===== src/hdl/mics_pkg.sv =====
// mics_pkg: shared types, codes and helpers for the mips integer subset core
// used by mics_muldiv, mips_integer_subset_core_top and the testbench; depends on nothing
`timescale 1ns / 1ps
`default_nettype none
package mics_pkg;

	// sequencer states
	typedef enum logic [3:0] {
		S_IDLE,
		S_START,
		S_FETCH,
		S_RS,
		S_RT,
		S_EXEC,
		S_MEM,
		S_MD,
		S_RDREG,
		S_DONE
	} state_t;

	// request commands
	localparam logic [1:0] CMD_LOAD = 2'd0;
	localparam logic [1:0] CMD_EXEC = 2'd1;
	localparam logic [1:0] CMD_READ = 2'd2;

	// status codes
	localparam logic [2:0] ST_OK    = 3'd0;
	localparam logic [2:0] ST_BADOP = 3'd1;
	localparam logic [2:0] ST_ALIGN = 3'd2;
	localparam logic [2:0] ST_RANGE = 3'd3;
	localparam logic [2:0] ST_DIV0  = 3'd4;
	localparam logic [2:0] ST_HALT  = 3'd5;

	// primary opcodes
	localparam logic [5:0] OP_SPECIAL = 6'h00;
	localparam logic [5:0] OP_J       = 6'h02;
	localparam logic [5:0] OP_JAL     = 6'h03;
	localparam logic [5:0] OP_BEQ     = 6'h04;
	localparam logic [5:0] OP_BNE     = 6'h05;
	localparam logic [5:0] OP_BLEZ    = 6'h06;
	localparam logic [5:0] OP_BGTZ    = 6'h07;
	localparam logic [5:0] OP_ADDI    = 6'h08;
	localparam logic [5:0] OP_ADDIU   = 6'h09;
	localparam logic [5:0] OP_SLTI    = 6'h0A;
	localparam logic [5:0] OP_SLTIU   = 6'h0B;
	localparam logic [5:0] OP_ANDI    = 6'h0C;
	localparam logic [5:0] OP_ORI     = 6'h0D;
	localparam logic [5:0] OP_XORI    = 6'h0E;
	localparam logic [5:0] OP_LUI     = 6'h0F;
	localparam logic [5:0] OP_LB      = 6'h20;
	localparam logic [5:0] OP_LH      = 6'h21;
	localparam logic [5:0] OP_LW      = 6'h23;
	localparam logic [5:0] OP_LBU     = 6'h24;
	localparam logic [5:0] OP_LHU     = 6'h25;
	localparam logic [5:0] OP_SB      = 6'h28;
	localparam logic [5:0] OP_SH      = 6'h29;
	localparam logic [5:0] OP_SW      = 6'h2B;

	// special function codes
	localparam logic [5:0] FN_SLL     = 6'h00;
	localparam logic [5:0] FN_SRL     = 6'h02;
	localparam logic [5:0] FN_SRA     = 6'h03;
	localparam logic [5:0] FN_JR      = 6'h08;
	localparam logic [5:0] FN_SYSCALL = 6'h0C;
	localparam logic [5:0] FN_MFHI    = 6'h10;
	localparam logic [5:0] FN_MFLO    = 6'h12;
	localparam logic [5:0] FN_MULT    = 6'h18;
	localparam logic [5:0] FN_DIV     = 6'h1A;
	localparam logic [5:0] FN_ADD     = 6'h20;
	localparam logic [5:0] FN_ADDU    = 6'h21;
	localparam logic [5:0] FN_SUB     = 6'h22;
	localparam logic [5:0] FN_AND     = 6'h24;
	localparam logic [5:0] FN_OR      = 6'h25;
	localparam logic [5:0] FN_XOR     = 6'h26;
	localparam logic [5:0] FN_NOR     = 6'h27;
	localparam logic [5:0] FN_SLT     = 6'h2A;
	localparam logic [5:0] FN_SLTU    = 6'h2B;

	// syscall services and fixed registers
	localparam logic [31:0] SYS_PRINT = 32'd1;
	localparam logic [31:0] SYS_EXIT  = 32'd10;
	localparam logic [4:0]  REG_V0    = 5'd2;
	localparam logic [4:0]  REG_A0    = 5'd4;
	localparam logic [4:0]  REG_GP    = 5'd28;
	localparam logic [4:0]  REG_SP    = 5'd29;
	localparam logic [4:0]  REG_RA    = 5'd31;
	localparam logic [31:0] GP_INIT   = 32'h0000_1800;
	localparam logic [31:0] SP_INIT   = 32'h0000_3ffc;

	// multiply/divide unit request and response
	typedef struct packed {
		logic        start;
		logic        is_div;
		logic [31:0] a;
		logic [31:0] b;
	} md_req_t;

	typedef struct packed {
		logic        done;
		logic [31:0] hi;
		logic [31:0] lo;
	} md_rsp_t;

	// value of a register that was never written
	function automatic logic [31:0] rf_reset_val(input logic [4:0] idx);
		logic [31:0] v;
		v = 32'd0;
		if (idx == REG_GP)
			v = GP_INIT;
		else if (idx == REG_SP)
			v = SP_INIT;
		return v;
	endfunction

	// syscall instruction reads v0 and a0 instead of rs and rt
	function automatic logic is_syscall(input logic [31:0] ins);
		return (ins[31:26] == OP_SPECIAL) && (ins[5:0] == FN_SYSCALL);
	endfunction

endpackage
`default_nettype wire


===== src/hdl/mics_muldiv.sv =====
// mics_muldiv: iterative signed multiply and divide, one bit per cycle
// depends on mics_pkg
`timescale 1ns / 1ps
`default_nettype none
module mics_muldiv (
	input  wire logic              clk,
	input  wire logic              arst_n,
	input  wire mics_pkg::md_req_t req,
	output mics_pkg::md_rsp_t      rsp
);
	import mics_pkg::*;

	logic        busy_q;
	logic        fin_q;
	logic        done_q;
	logic        is_div_q;
	logic        neg_lo_q;
	logic        neg_hi_q;
	logic [4:0]  cnt_q;
	logic [31:0] op_q;
	logic [63:0] p_q;
	logic [31:0] hi_q;
	logic [31:0] lo_q;

	logic        na;
	logic        nb;
	logic [31:0] ma;
	logic [31:0] mb;
	logic [32:0] mul_sum;
	logic [32:0] r_sh;
	logic [32:0] diff;
	logic [63:0] prod_neg;

	// operand magnitudes and one step of either algorithm
	always_comb begin
		na       = req.a[31];
		nb       = req.b[31];
		ma       = na ? (32'd0 - req.a) : req.a;
		mb       = nb ? (32'd0 - req.b) : req.b;
		mul_sum  = {1'b0, p_q[63:32]} + (p_q[0] ? {1'b0, op_q} : 33'd0);
		r_sh     = {p_q[63:32], p_q[31]};
		diff     = r_sh - {1'b0, op_q};
		prod_neg = 64'd0 - p_q;
	end

	// control
	always_ff @(posedge clk or negedge arst_n) begin
		if (!arst_n) begin
			busy_q <= 1'b0;
			fin_q  <= 1'b0;
			done_q <= 1'b0;
			cnt_q  <= 5'd0;
		end else begin
			done_q <= fin_q;
			fin_q  <= 1'b0;
			if (req.start) begin
				busy_q <= 1'b1;
				cnt_q  <= 5'd0;
			end else if (busy_q) begin
				cnt_q <= cnt_q + 5'd1;
				if (cnt_q == 5'd31) begin
					busy_q <= 1'b0;
					fin_q  <= 1'b1;
				end
			end
		end
	end

	// datapath: shift-add multiply, restoring divide
	always_ff @(posedge clk) begin
		if (req.start) begin
			is_div_q <= req.is_div;
			neg_lo_q <= na ^ nb;
			neg_hi_q <= req.is_div ? na : (na ^ nb);
			op_q     <= req.is_div ? mb : ma;
			p_q      <= {32'd0, req.is_div ? ma : mb};
		end else if (busy_q) begin
			if (!is_div_q)
				p_q <= {mul_sum, p_q[31:1]};
			else if (!diff[32])
				p_q <= {diff[31:0], p_q[30:0], 1'b1};
			else
				p_q <= {r_sh[31:0], p_q[30:0], 1'b0};
		end
		if (fin_q) begin
			if (!is_div_q) begin
				hi_q <= neg_lo_q ? prod_neg[63:32] : p_q[63:32];
				lo_q <= neg_lo_q ? prod_neg[31:0] : p_q[31:0];
			end else begin
				hi_q <= neg_hi_q ? (32'd0 - p_q[63:32]) : p_q[63:32];
				lo_q <= neg_lo_q ? (32'd0 - p_q[31:0]) : p_q[31:0];
			end
		end
	end

	assign rsp = '{done: done_q, hi: hi_q, lo: lo_q};

endmodule
`default_nettype wire


===== config.mk =====
export PLATFORM = sky130hd
export DESIGN_NAME = mics_muldiv
export DESIGN_NICKNAME = d
export VERILOG_FILES = /design/src/hdl/mics_pkg.sv /design/src/hdl/mics_muldiv.sv
export SDC_FILE = /design/constraint.sdc
export NUM_CORES = 1
export LEC_CHECK = 0
export BUFFER_PORTS_ARGS = -buffer_cell sky130_fd_sc_hd__buf_4
export CORE_ASPECT_RATIO = 1.5
export CORE_UTILIZATION = 55
export DETAILED_ROUTE_END_ITERATION = 7
export PLACE_DENSITY = 0.81
export SLEW_MARGIN = 0
export SYNTH_ARGS = -nofsm -noshare
export SYNTH_HDL_FRONTEND = slang
export SYNTH_SLANG_ARGS = --single-unit

===== constraint.sdc =====
create_clock -name clk -period 3.79 [get_ports clk]
set_input_delay 0.758 -clock clk [delete_from_list [all_inputs] [get_ports clk]]
set_output_delay 0.758 -clock clk [all_outputs]
set_load 0.03 [all_outputs]

==> metrics.md, run 1 <==
| Metric | Value |
|---|---|
| Post-placement cell area | `0.01556 mm2` |
| I/O pin count | `133` |
| CTS Hold Buffers Added | `0` |
| Crit. End Element | `register` |
| HP Class | `in -> async` |
| Final Hold Fails | `0` |
| DRC violations left | `0` |
| CTS tree | `built` |
| Clk pin slew, worst setup/hold paths | `0.07 ns` |
| Min Hold Slack | `0.1253 ns` |
| Worst Skew | `0.01197 ns` |
| Worst rel slew slack | `35.25%` |
| Distinct cells, synth | `86` |
| CP startpoint kind | `register` |
| Routed vias/inst | `6.359` |
| Largest net degree at the start of global routing | `67` |
| Setup violations, final | `0` |
| Initial antenna violation count | `0` |
| EDFF count, synth | `131` |
| Critical path fanouts, max | `21` |
| Commonest non-fill, non-tap cells in the layout | `187 x buf_4, 147 x nand2_1, 143 x nor2_1` |
| Syn_nets | `1723` |
| Reported net switching power | `3636 uW` |
| TritonCTS buffer count | `17` |
| Setup WS post-layout | `0.1688 ns` |
| Yosys top cell by area | `edfxtp_1` |
| Tmin final | `3.621 ns` |
| Share of layout cells above drive strength 1 | `15.44%` |
| Die width | `132.3 um` |
| Setup WS pre-CTS | `0.1222 ns` |
| Syn-to-layout area delta | `15.88%` |
| Crit path required time | `4.07 ns` |
| Clk root buf | `clkbuf_16` |
| DIE HEIGHT | `197.5 um` |
| Max Slew Vio Count | `0` |
| Post-synth ARST share | `4.678%` |
| Commonest non-fill, non-tap cell in the layout | `buf_4` |
| # nets final | `1863` |
| #FFs+latches synth | `171` |
| Tot GR Track Use | `34.88%` |
| FMAX | `276.2 MHz` |
| Die area | `0.02613 mm2` |
| H-tree levels | `4` |
| Vias after detailed routing | `13.13k` |
| Post-DRT Antenna Nets | `0` |
| Drt initial violations | `851` |
| Row Count | `71` |
| PortBufs | `132` |
| Sequential element share of the synthesized area | `34.08%` |
| Antenna Cells | `0` |
| Core ar. | `0.02505 mm2` |
| Grt ovf | `0` |
| Outcome | `finished, final reports clean` |
| Combinational share of power | `48.6%` |
| Routability cong. | `1.047` |
| Synth top area share | `28.08%` |
| Hpwl dp | `35.20 mm` |
| CTS max path bufs | `2` |
| Clk sinks | `171` |
| Mapped Avg Cell Area | `8.850 um2` |
| WL final | `45.28 mm` |
| First-pass GRT wire length | `69.59 mm` |
| Sequential cell fraction of total power | `30.0%` |
| Wirelength per Cell | `21.94 um` |
| # Max-Cap Violations | `0` |
| Post-route cell area | `0.01623 mm2` |
| Post-Syn Area | `0.01401 mm2` |
| Clock power share | `21.4%` |
| Initial Util | `55.92%` |
| Power per Cell Area | `536.1 mW/mm2` |
| Cells along the critical path | `inv_1, ha_1, fa_1, nor2b_1, o31a_4, o311ai_2, a2111oi_4, o211ai_1, a221oi_4, buf_12, mux2_1, a21oi_1, o22ai_1` |
| CP top delay family | `compound AO/OA/AOI/OAI gates` |
| CP Class | `reg -> reg` |
| Actual slew at the worst max-slew pin | `0.9677 ns` |
| Setup TNS Final | `0 ns` |
| Largest cells by area after synthesis | `edfxtp_1 28%, ha_1 6.3%, xnor2_1 5.6%` |
| CP max-delay cell | `a2111oi_4` |
| Vias in the first global route | `12.96k` |
| CP bufs+invs | `2` |
| Drt pass-1 iters | `6` |
| Final Power | `8704 uW` |
| Syn Inst Count | `1583` |
| Switching Fraction | `41.78%` |
| Leak pwr | `0.006679 uW` |
| Largest vdd supply drop | `0.0003769 V` |
| Max incr delay on CP | `0.49 ns` |
| Top FF cell, synth | `edfxtp_1` |
| Final critical-path share of the clock period | `95.55%` |
| CP arrival | `3.91 ns` |
| Syn. warnings | `0` |
| Worst skew pair latency | `0.44 ns` |
| Internal | `5067 uW` |
| RSZ-0062 raised after global routing | `yes` |
[through the flow]
stage | utilization (%) | cells
3_5_place_dp | 62.13 | 2030
4_1_cts | 64.57 | 2062
3_3_place_gp | 62.13 | 2030
6_report | 64.80 | 2064
2_1_floorplan | - | 1583
5_1_grt | 64.80 | 2064
[per-layer routing]
layer / wire length [um] / up-vias / track usage, % / share of wire, %
met5: 0 / - / 0 / 0
met3: 2633 / 190 / 4.696 / 5.8
met2: 23300 / 650 / 63.45 / 51
met1: 15390 / 6184 / 35.34 / 34
met4: 3953 / 0 / 29.46 / 8.7
li1: - / 6102 / - / -
[final timing paths]
path / start / endpoint / slack [ns] / cells past startpoint
setup / recovery: p_q[31]$_DFFE_PP_ / p_q[36]$_SDFFE_PP0P_ / 0.17 / 13
hold / removal: arst_n / done_q$_DFF_PN0_ / 0.13 / 1
setup reg to reg: p_q[31]$_DFFE_PP_ / p_q[36]$_SDFFE_PP0P_ / 0.17 / 13
hold reg to reg: p_q[44]$_SDFFE_PP0P_ / p_q[44]$_SDFFE_PP0P_ / 0.51 / 2
max in group asynchronous: arst_n / fin_q$_DFF_PN0_ / 3.53 / 1
min in group clk: p_q[44]$_SDFFE_PP0P_ / p_q[44]$_SDFFE_PP0P_ / 0.51 / 2
[state kept, by name (all words and copies together), names as in the netlist]
register  flops
p_q          64
hi_q         32
lo_q         32
op_q         32
cnt_q         5
busy_q        1
done_q        1
fin_q         1
is_div_q      1
neg_hi_q      1
neg_lo_q      1
[power groups by stage]
stage	combinational (uW)	clock, uW	sequential, uW
3_3_place_gp	4010	0	2630
2_1_floorplan	2840	0	2570
4_1_cts	4100	1860	2600
6_report	4230	1860	2610
3_5_place_dp	4060	0	2640
5_1_grt	4590	1920	2620
[repair_timing]
action | 4_1_cts | 5_1_grt
gates resized for setup | 0 | 5
buffers inserted | 0 | 1
endpoints found under the hold margin | 0 | 0
endpoints found under the setup margin | 0 | 14
[cells by family after synthesis]
| group | Yosys count | share of synthesized area (%) |
|---|---|---|
| xor gates and xnor gates | 174 | 10.88 |
| AOI/OAI and AO/OA | 433 | 20.15 |
| adders and majority gates | 72 | 6.537 |
| and+or+nand+nor | 510 | 18.09 |
| muxes | 87 | 6.368 |
| buffers and inverters | 136 | 3.894 |
| DFF | 171 | 34.08 |
[cell type report]
type                    instances  area [um2]
fillers                      2116        8817
multi-input cells            1276        8716
flip-flops and latches        171        4776
repair buffers                190        1469
clock buffers                  17       425.4
well taps                     328       410.4
inverters                      67       251.5
clock inverters                15       186.4
[synth_stat cells, types with 8 or more instances]
cell,number
nand2_1,147
nor2_1,143
edfxtp_1,131
o21ai_0,108
a21oi_1,100
xnor2_1,90
xor2_1,84
ha_1,70
mux2i_1,70
inv_1,67
clkbuf_1,53
a211oi_1,35
dfxtp_1,32
o31ai_1,31
nand3_1,29
nor3_1,29
a21o_1,25
nor2b_1,21
o21ai_1,20
or4_1,19
nand2b_1,18
nor4_1,17
or3_1,16
o41ai_1,14
and2_1,13
o21bai_1,13
nand4_1,12
o21a_1,11
buf_1,10
a31oi_1,9
mux2_1,9
a22oi_1,8
dfrtp_1,8
mux2_2,8
or2_2,8
No activity file was read; power rests on OpenSTA's default activity.
==> run 2: changes to the inputs <==
--- a/config.mk
+++ b/config.mk
@@ -6,10 +6,12 @@
 export NUM_CORES = 1
 export LEC_CHECK = 0
 export BUFFER_PORTS_ARGS = -buffer_cell sky130_fd_sc_hd__buf_4
+export CELL_PAD_IN_SITES_DETAIL_PLACEMENT = 1
+export CELL_PAD_IN_SITES_GLOBAL_PLACEMENT = 2
 export CORE_ASPECT_RATIO = 1.5
-export CORE_UTILIZATION = 55
+export CORE_UTILIZATION = 38
 export DETAILED_ROUTE_END_ITERATION = 7
-export PLACE_DENSITY = 0.81
+export PLACE_DENSITY = 0.88
 export SLEW_MARGIN = 0
 export SYNTH_ARGS = -nofsm -noshare
 export SYNTH_HDL_FRONTEND = slang
==> metrics.md, run 2 (synthesis results as in run 1) <==
| Metric | Value |
|---|---|
| Outcome | `finished, final reports clean` |
| Final Hold Fails | `0 (unchanged)` |
| Worst R2R End | `p_q[52]$_SDFFE_PP0P_` |
| Power per Cell Area | `529.5 mW/mm2 (-1.2%)` |
| Clk sinks | `171 (unchanged)` |
| Hpwl dp | `41.98 mm (+19%)` |
| Core ar. | `0.03605 mm2 (+44%)` |
| TritonCTS buffer count | `17 (unchanged)` |
| Global Route met3 Usage | `2.513% (-2.2 points)` |
| Max FFs per register | `64 (unchanged)` |
| CP Class | `reg -> reg` |
| Placed Instances | `2210 (+8.9%)` |
| Grt met1 use | `29.20% (-6.1 points)` |
| H-tree levels | `4 (unchanged)` |
| Setup violations, final | `0 (unchanged)` |
| DIE HEIGHT | `237.2 um (+20%)` |
| Setup TNS Final | `0 ns (unchanged)` |
| Syn-to-layout area delta | `18.65%` |
| First-pass GRT wire length | `80.55 mm (+16%)` |
| CTS max path bufs | `2 (unchanged)` |
| Clk pin slew, worst setup/hold paths | `0.08 ns (about the same)` |
| Worst Skew | `0.01280 ns (+0.0008216 ns)` |
| PortBufs | `132 (unchanged)` |
| Crit path required time | `4.16 ns (+0.09 ns)` |
| Routing usage on met2 | `52.71% (-11 points)` |
| Tot GR Track Use | `28.08% (-6.8 points)` |
| Routability cong. | `0.9946 (-5.0%)` |
| Setup WS pre-CTS | `0.1646 ns (+0.04244 ns)` |
| Reg2Reg Launch Point | `p_q[41]$_SDFFE_PP0P_` |
| CP arrival | `3.99 ns (+0.08 ns)` |
| Max Slew Vio Count | `0 (unchanged)` |
| Post-CTS Setup Bufs | `0 (unchanged)` |
| Initial antenna violation count | `0 (unchanged)` |
| Worst R2R Setup Slack | `0.17 ns (about the same)` |
| DRC violations left | `0 (unchanged)` |
| Antenna Cells | `0 (unchanged)` |
| Fin cells | `2242 (+8.6%)` |
| Wirelength per Cell | `23.40 um (+6.7%)` |
| Commonest non-fill, non-tap cell in the layout | `buf_4` |
| Share of layout cells above drive strength 1 | `16.67% (+1.2 points)` |
| Top reg by flops | `p_q` |
| HP Class | `in -> async` |
| Final Power | `8801 uW (+1.1%)` |
| Setup WS post-layout | `0.1698 ns (+0.001054 ns)` |
| Final critical-path share of the clock period | `95.52% (about the same)` |
| Crit. End Element | `register` |
| Drt pass-1 iters | `5 (-1)` |
| Vias after detailed routing | `13.05k (-0.55%)` |
| Drt initial violations | `716 (-16%)` |
| Row Count | `85 (+20%)` |
| Die area | `0.03766 mm2 (+44%)` |
| Grt ovf | `0 (unchanged)` |
| Actual slew at the worst max-slew pin | `1.197 ns (+0.2295 ns)` |
| WL final | `52.46 mm (+16%)` |
| Reg2Reg Depth | `11 (-2)` |
| Tmin final | `3.620 ns (-0.001054 ns)` |
| Setup crit start | `p_q[41]$_SDFFE_PP0P_` |
| FMAX | `276.2 MHz (about the same)` |
| CP startpoint kind | `register` |
| Worst skew pair latency | `0.46 ns (+0.02 ns)` |
| Commonest non-fill, non-tap cells in the layout | `214 x buf_4, 147 x nand2_1, 143 x nor2_1` |
| Largest net degree at the start of global routing | `93 (+39%)` |
| Post-DRT Antenna Nets | `0 (unchanged)` |
| Critical path fanouts, max | `26 (+24%)` |
| Leak pwr | `0.006819 uW (+2.1%)` |
| I/O pin count | `133 (unchanged)` |
| Worst rel slew slack | `20.19% (-15 points)` |
| Initial Util | `38.86% (-17 points)` |
| CTS tree | `built` |
| RSZ-0062 raised after global routing | `no` |
| CP endpoint | `p_q[52]$_SDFFE_PP0P_` |
| Die width | `158.8 um (+20%)` |
| Min Hold Slack | `0.1066 ns (-0.01867 ns)` |
| Busiest layer in global routing | `met2` |
| # nets final | `1891 (+1.5%)` |
| Routed vias/inst | `5.822 (-8.4%)` |
| Largest vdd supply drop | `0.0002829 V (-25%)` |
| Clk root buf | `clkbuf_16` |
| Vias in the first global route | `13.82k (+6.6%)` |
| # Max-Cap Violations | `0 (unchanged)` |
-- run 2: cell type report --
type / instances / area [um2]
clock inverters: 15 / 192.7
repair buffers: 218 / 1687
flip-flops and latches: 171 / 4776
clock buffers: 17 / 425.4
inverters: 67 / 251.5
well taps: 478 / 598.1
multi-input cells: 1276 / 8692
fillers: 4213 / 19430
-- run 2: where the power goes --
| part | switching [uW] | internal, uW |
|---|---|---|
| Sequential | 312 | 2320 |
| Clock | 915 | 953 |
| Combinational | 2570 | 1730 |
| Total | 3800 | 5000 |
-- run 2: worst min-delay path by stage --
stage	startpoint	end	slack, ns
after floorplan	arst_n	busy_q$_DFF_PN0_	0.46
after global placement	p_q[43]$_SDFFE_PP0P_	p_q[43]$_SDFFE_PP0P_	0.51
after detailed placement	p_q[43]$_SDFFE_PP0P_	p_q[43]$_SDFFE_PP0P_	0.53
after CTS	arst_n	cnt_q[0]$_DFFE_PN0P_	0.10
after global routing	arst_n	done_q$_DFF_PN0_	0.11
final	arst_n	done_q$_DFF_PN0_	0.11
-- run 2: metrics by stage --
| step | util [%] | cell area [um2] |
|---|---|---|
| global placement | 44.38 | 16000 |
| floorplan | - | 14010 |
| detailed placement | 44.38 | 16000 |
| global route | 46.10 | 16620 |
| finish | 46.10 | 16620 |
| CTS | 46.10 | 16620 |
-- run 2: routing by layer --
layer  vias to the layer above  part of all wire [%]
li1                       6149                     -
met1                      6438                    37
met2                       335                    53
met3                       132                   2.6
met4                         0                   7.4
met5                         -                     0
-- run 2: worst max-delay path, stage by stage (launching register included) --
cell,delay (ns)
dfxtp_1,0.64
ha_1,0.29
nand4_1,0.31
nor3_1,0.41
a21o_1,0.17
a21oi_4,0.04
o21ai_1,0.51
a221oi_4,0.20
buf_12,0.22
o21ai_0,0.37
a31oi_1,0.09
nor4_1,0.28
-- run 2: timing repair --
item | 4_1_cts | 5_1_grt
hold buffers | 0 | 0
endpoints found under the setup margin | 0 | 5
gates resized for setup | 0 | 1
==> run 3: changes to the inputs <==
--- a/config.mk
+++ b/config.mk
@@ -12,6 +12,7 @@
 export CORE_UTILIZATION = 38
 export DETAILED_ROUTE_END_ITERATION = 7
 export PLACE_DENSITY = 0.88
+export REMOVE_ABC_BUFFERS = 1
 export SLEW_MARGIN = 0
 export SYNTH_ARGS = -nofsm -noshare
 export SYNTH_HDL_FRONTEND = slang
==> metrics.md, run 3 (synthesis results as in run 1) <==
| Metric | Value |
|---|---|
| Drt pass-1 iters | `5 (unchanged)` |
| Die area | `0.03766 mm2 (unchanged)` |
| Die width | `158.8 um (unchanged)` |
| PortBufs | `132 (unchanged)` |
| Largest net degree at the start of global routing | `66 (-29%)` |
| Antenna Cells | `0 (unchanged)` |
| WL final | `50.81 mm (-3.1%)` |
| Tot GR Track Use | `27.09% (-1.0 points)` |
| HP Class | `in -> async` |
| H-tree levels | `4 (unchanged)` |
| Setup violations, final | `0 (unchanged)` |
| Crit path required time | `4.16 ns (about the same)` |
| Initial antenna violation count | `0 (unchanged)` |
| Routability cong. | `0.9355 (-5.9%)` |
| Syn-to-layout area delta | `17.75%` |
| RSZ-0062 raised after global routing | `no` |
| Outcome | `finished, final reports clean` |
| Core ar. | `0.03605 mm2 (unchanged)` |
| Routed vias/inst | `5.795 (-0.48%)` |
| Initial Util | `38.86% (unchanged)` |
| Reg2Reg Launch Point | `op_q[0]$_DFFE_PP_` |
| Commonest non-fill, non-tap cells in the layout | `208 x buf_4, 147 x nand2_1, 143 x nor2_1` |
| # nets final | `1884 (-0.37%)` |
| WL met3 | `1.321 mm (-3.6%)` |
| Worst Skew | `0.01995 ns (+0.007149 ns)` |
| Leak pwr | `0.006750 uW (-1.0%)` |
| Met2 wire len | `26.61 mm (-5.0%)` |
| Drt initial violations | `564 (-21%)` |
| Wl on met1 | `19.07 mm (-0.57%)` |
| Critical path fanouts, max | `28 (+7.7%)` |
| Crit. End Element | `register` |
| Tmin final | `3.576 ns (-0.04393 ns)` |
| Clk root buf | `clkbuf_16` |
| CTS resizes | `0 (unchanged)` |
| CP top delay family | `compound AO/OA/AOI/OAI gates` |
| Grt ovf | `0 (unchanged)` |
| Post-CTS Setup Bufs | `0 (unchanged)` |
| DRC violations left | `0 (unchanged)` |
| Vias after detailed routing | `12.95k (-0.79%)` |
| Worst skew pair latency | `0.47 ns (about the same)` |
| Hpwl dp | `40.40 mm (-3.8%)` |
| First-pass GRT wire length | `78.20 mm (-2.9%)` |
| Row Count | `85 (unchanged)` |
| CTS Hold Buffers Added | `0 (unchanged)` |
| Clock power share | `20.6% (-0.6 points)` |
| # Max-Cap Violations | `0 (unchanged)` |
| Vias in the first global route | `13.96k (+1.1%)` |
| Post-placement cell area | `0.01592 mm2 (-0.48%)` |
| Combinational share of power | `48.7% (-0.2 points)` |
| CP arrival | `3.95 ns (-0.04 ns)` |
| Post-DRT Antenna Nets | `0 (unchanged)` |
| Final critical-path share of the clock period | `94.36% (-1.2 points)` |
| Largest vdd supply drop | `0.0002968 V (+4.9%)` |
| Placed Instances | `2203 (-0.32%)` |
| CP bufs+invs | `1 (unchanged)` |
| FMAX | `279.6 MHz (+1.2%)` |
| Clk sinks | `171 (unchanged)` |
| Internal | `4938 uW (-1.3%)` |
| DIE HEIGHT | `237.2 um (unchanged)` |
| Wirelength per Cell | `22.74 um (-2.8%)` |
| CP startpoint kind | `register` |
| CTS tree | `built` |
| Switching Fraction | `42.41% (-0.73 points)` |
| Clk pin slew, worst setup/hold paths | `0.07 ns (about the same)` |
| CP max-delay cell | `fa_1` |
| Max FFs per register | `64 (unchanged)` |
| Final Power | `8574 uW (-2.6%)` |
| Reported net switching power | `3636 uW (-4.2%)` |
| Sequential cell fraction of total power | `30.7% (+0.8 points)` |
| Max Slew Vio Count | `0 (unchanged)` |
| Fin cells | `2235 (-0.31%)` |
| Top Metal Used | `met4` |
| Worst rel slew slack | `42.52% (+22 points)` |
| Top reg by flops | `p_q` |
| CTS max path bufs | `2 (unchanged)` |
| Final Hold Fails | `0 (unchanged)` |
| TritonCTS buffer count | `17 (unchanged)` |
| Share of layout cells above drive strength 1 | `16.22% (-0.45 points)` |
| Setup crit start | `op_q[0]$_DFFE_PP_` |
| Power per Cell Area | `519.7 mW/mm2 (-1.8%)` |
| Actual slew at the worst max-slew pin | `0.8622 ns (-0.3351 ns)` |
| Commonest non-fill, non-tap cell in the layout | `buf_4` |
| Cells along the critical path | `ha_1, fa_1, nor2b_2, o31a_4, o311ai_2, a2111oi_4, o211ai_1, a221oi_4, buf_12, mux2i_2, a21oi_1, a211oi_1` |
| Max incr delay on CP | `0.42 ns (-0.22 ns)` |
| I/O pin count | `133 (unchanged)` |
| CP Class | `reg -> reg` |
| Post-route cell area | `0.01650 mm2 (-0.76%)` |
run 3: cell types whose count changed in the layout (fill, tap and decap cells not counted), moves of 2 or more:
cell / delta
buf_12: -2
buf_4: -6
clkinv_1: +2
clkinv_8: -4
clkinvlp_4: +2
inv_8: -2
run 3: layout make-up:
class                   count  area, um2
fillers                  4247      19560
multi-input cells        1276       8696
flip-flops and latches    171       4776
repair buffers            211       1613
well taps                 478      598.1
clock buffers              18      429.2
inverters                  67      251.5
clock inverters            14      132.6
run 3: path summary, 6_finish.rpt:
check                      cells after the start                    to  slack, ns
max                                           12  p_q[48]$_SDFFE_PP0P_       0.21
min                                            1      done_q$_DFF_PN0_       0.11
max reg2reg                                   12  p_q[48]$_SDFFE_PP0P_       0.21
min reg2reg                                    2  p_q[43]$_SDFFE_PP0P_       0.55
max in group asynchronous                      1       fin_q$_DFF_PN0_       3.54
min in group clk                               2  p_q[43]$_SDFFE_PP0P_       0.55
run 3: layer usage:
layer | GRT usage (%) | up-vias
met1 | 27.51 | 6366
li1 | - | 6145
met2 | 50.64 | 296
met3 | 3.246 | 144
met5 | 0 | -
met4 | 20.15 | 0
run 3: power by group through the flow:
| stage | combinational [uW] | sequential (uW) | clock (uW) |
|---|---|---|---|
| after floorplan | 2710 | 2620 | 0 |
| after global placement | 4020 | 2660 | 0 |
| after detailed placement | 4110 | 2670 | 0 |
| after CTS | 4150 | 2630 | 1780 |
| after global routing | 4550 | 2650 | 1830 |
| final | 4180 | 2630 | 1760 |
run 3: through the flow:
stage / utilization (%) / setup WS [ns] / hold WS [ns] / TNS [ns]
2_1_floorplan: - / -0.2145 / 0.4624 / -2.259
3_3_place_gp: 44.17 / 0.1119 / 0.5122 / 0
3_5_place_dp: 44.17 / 0.07192 / 0.5384 / 0
4_1_cts: 45.73 / 0.04067 / 0.08941 / 0
5_1_grt: 45.75 / 0.01171 / 0.1070 / 0
6_report: 45.75 / 0.2138 / 0.1074 / 0
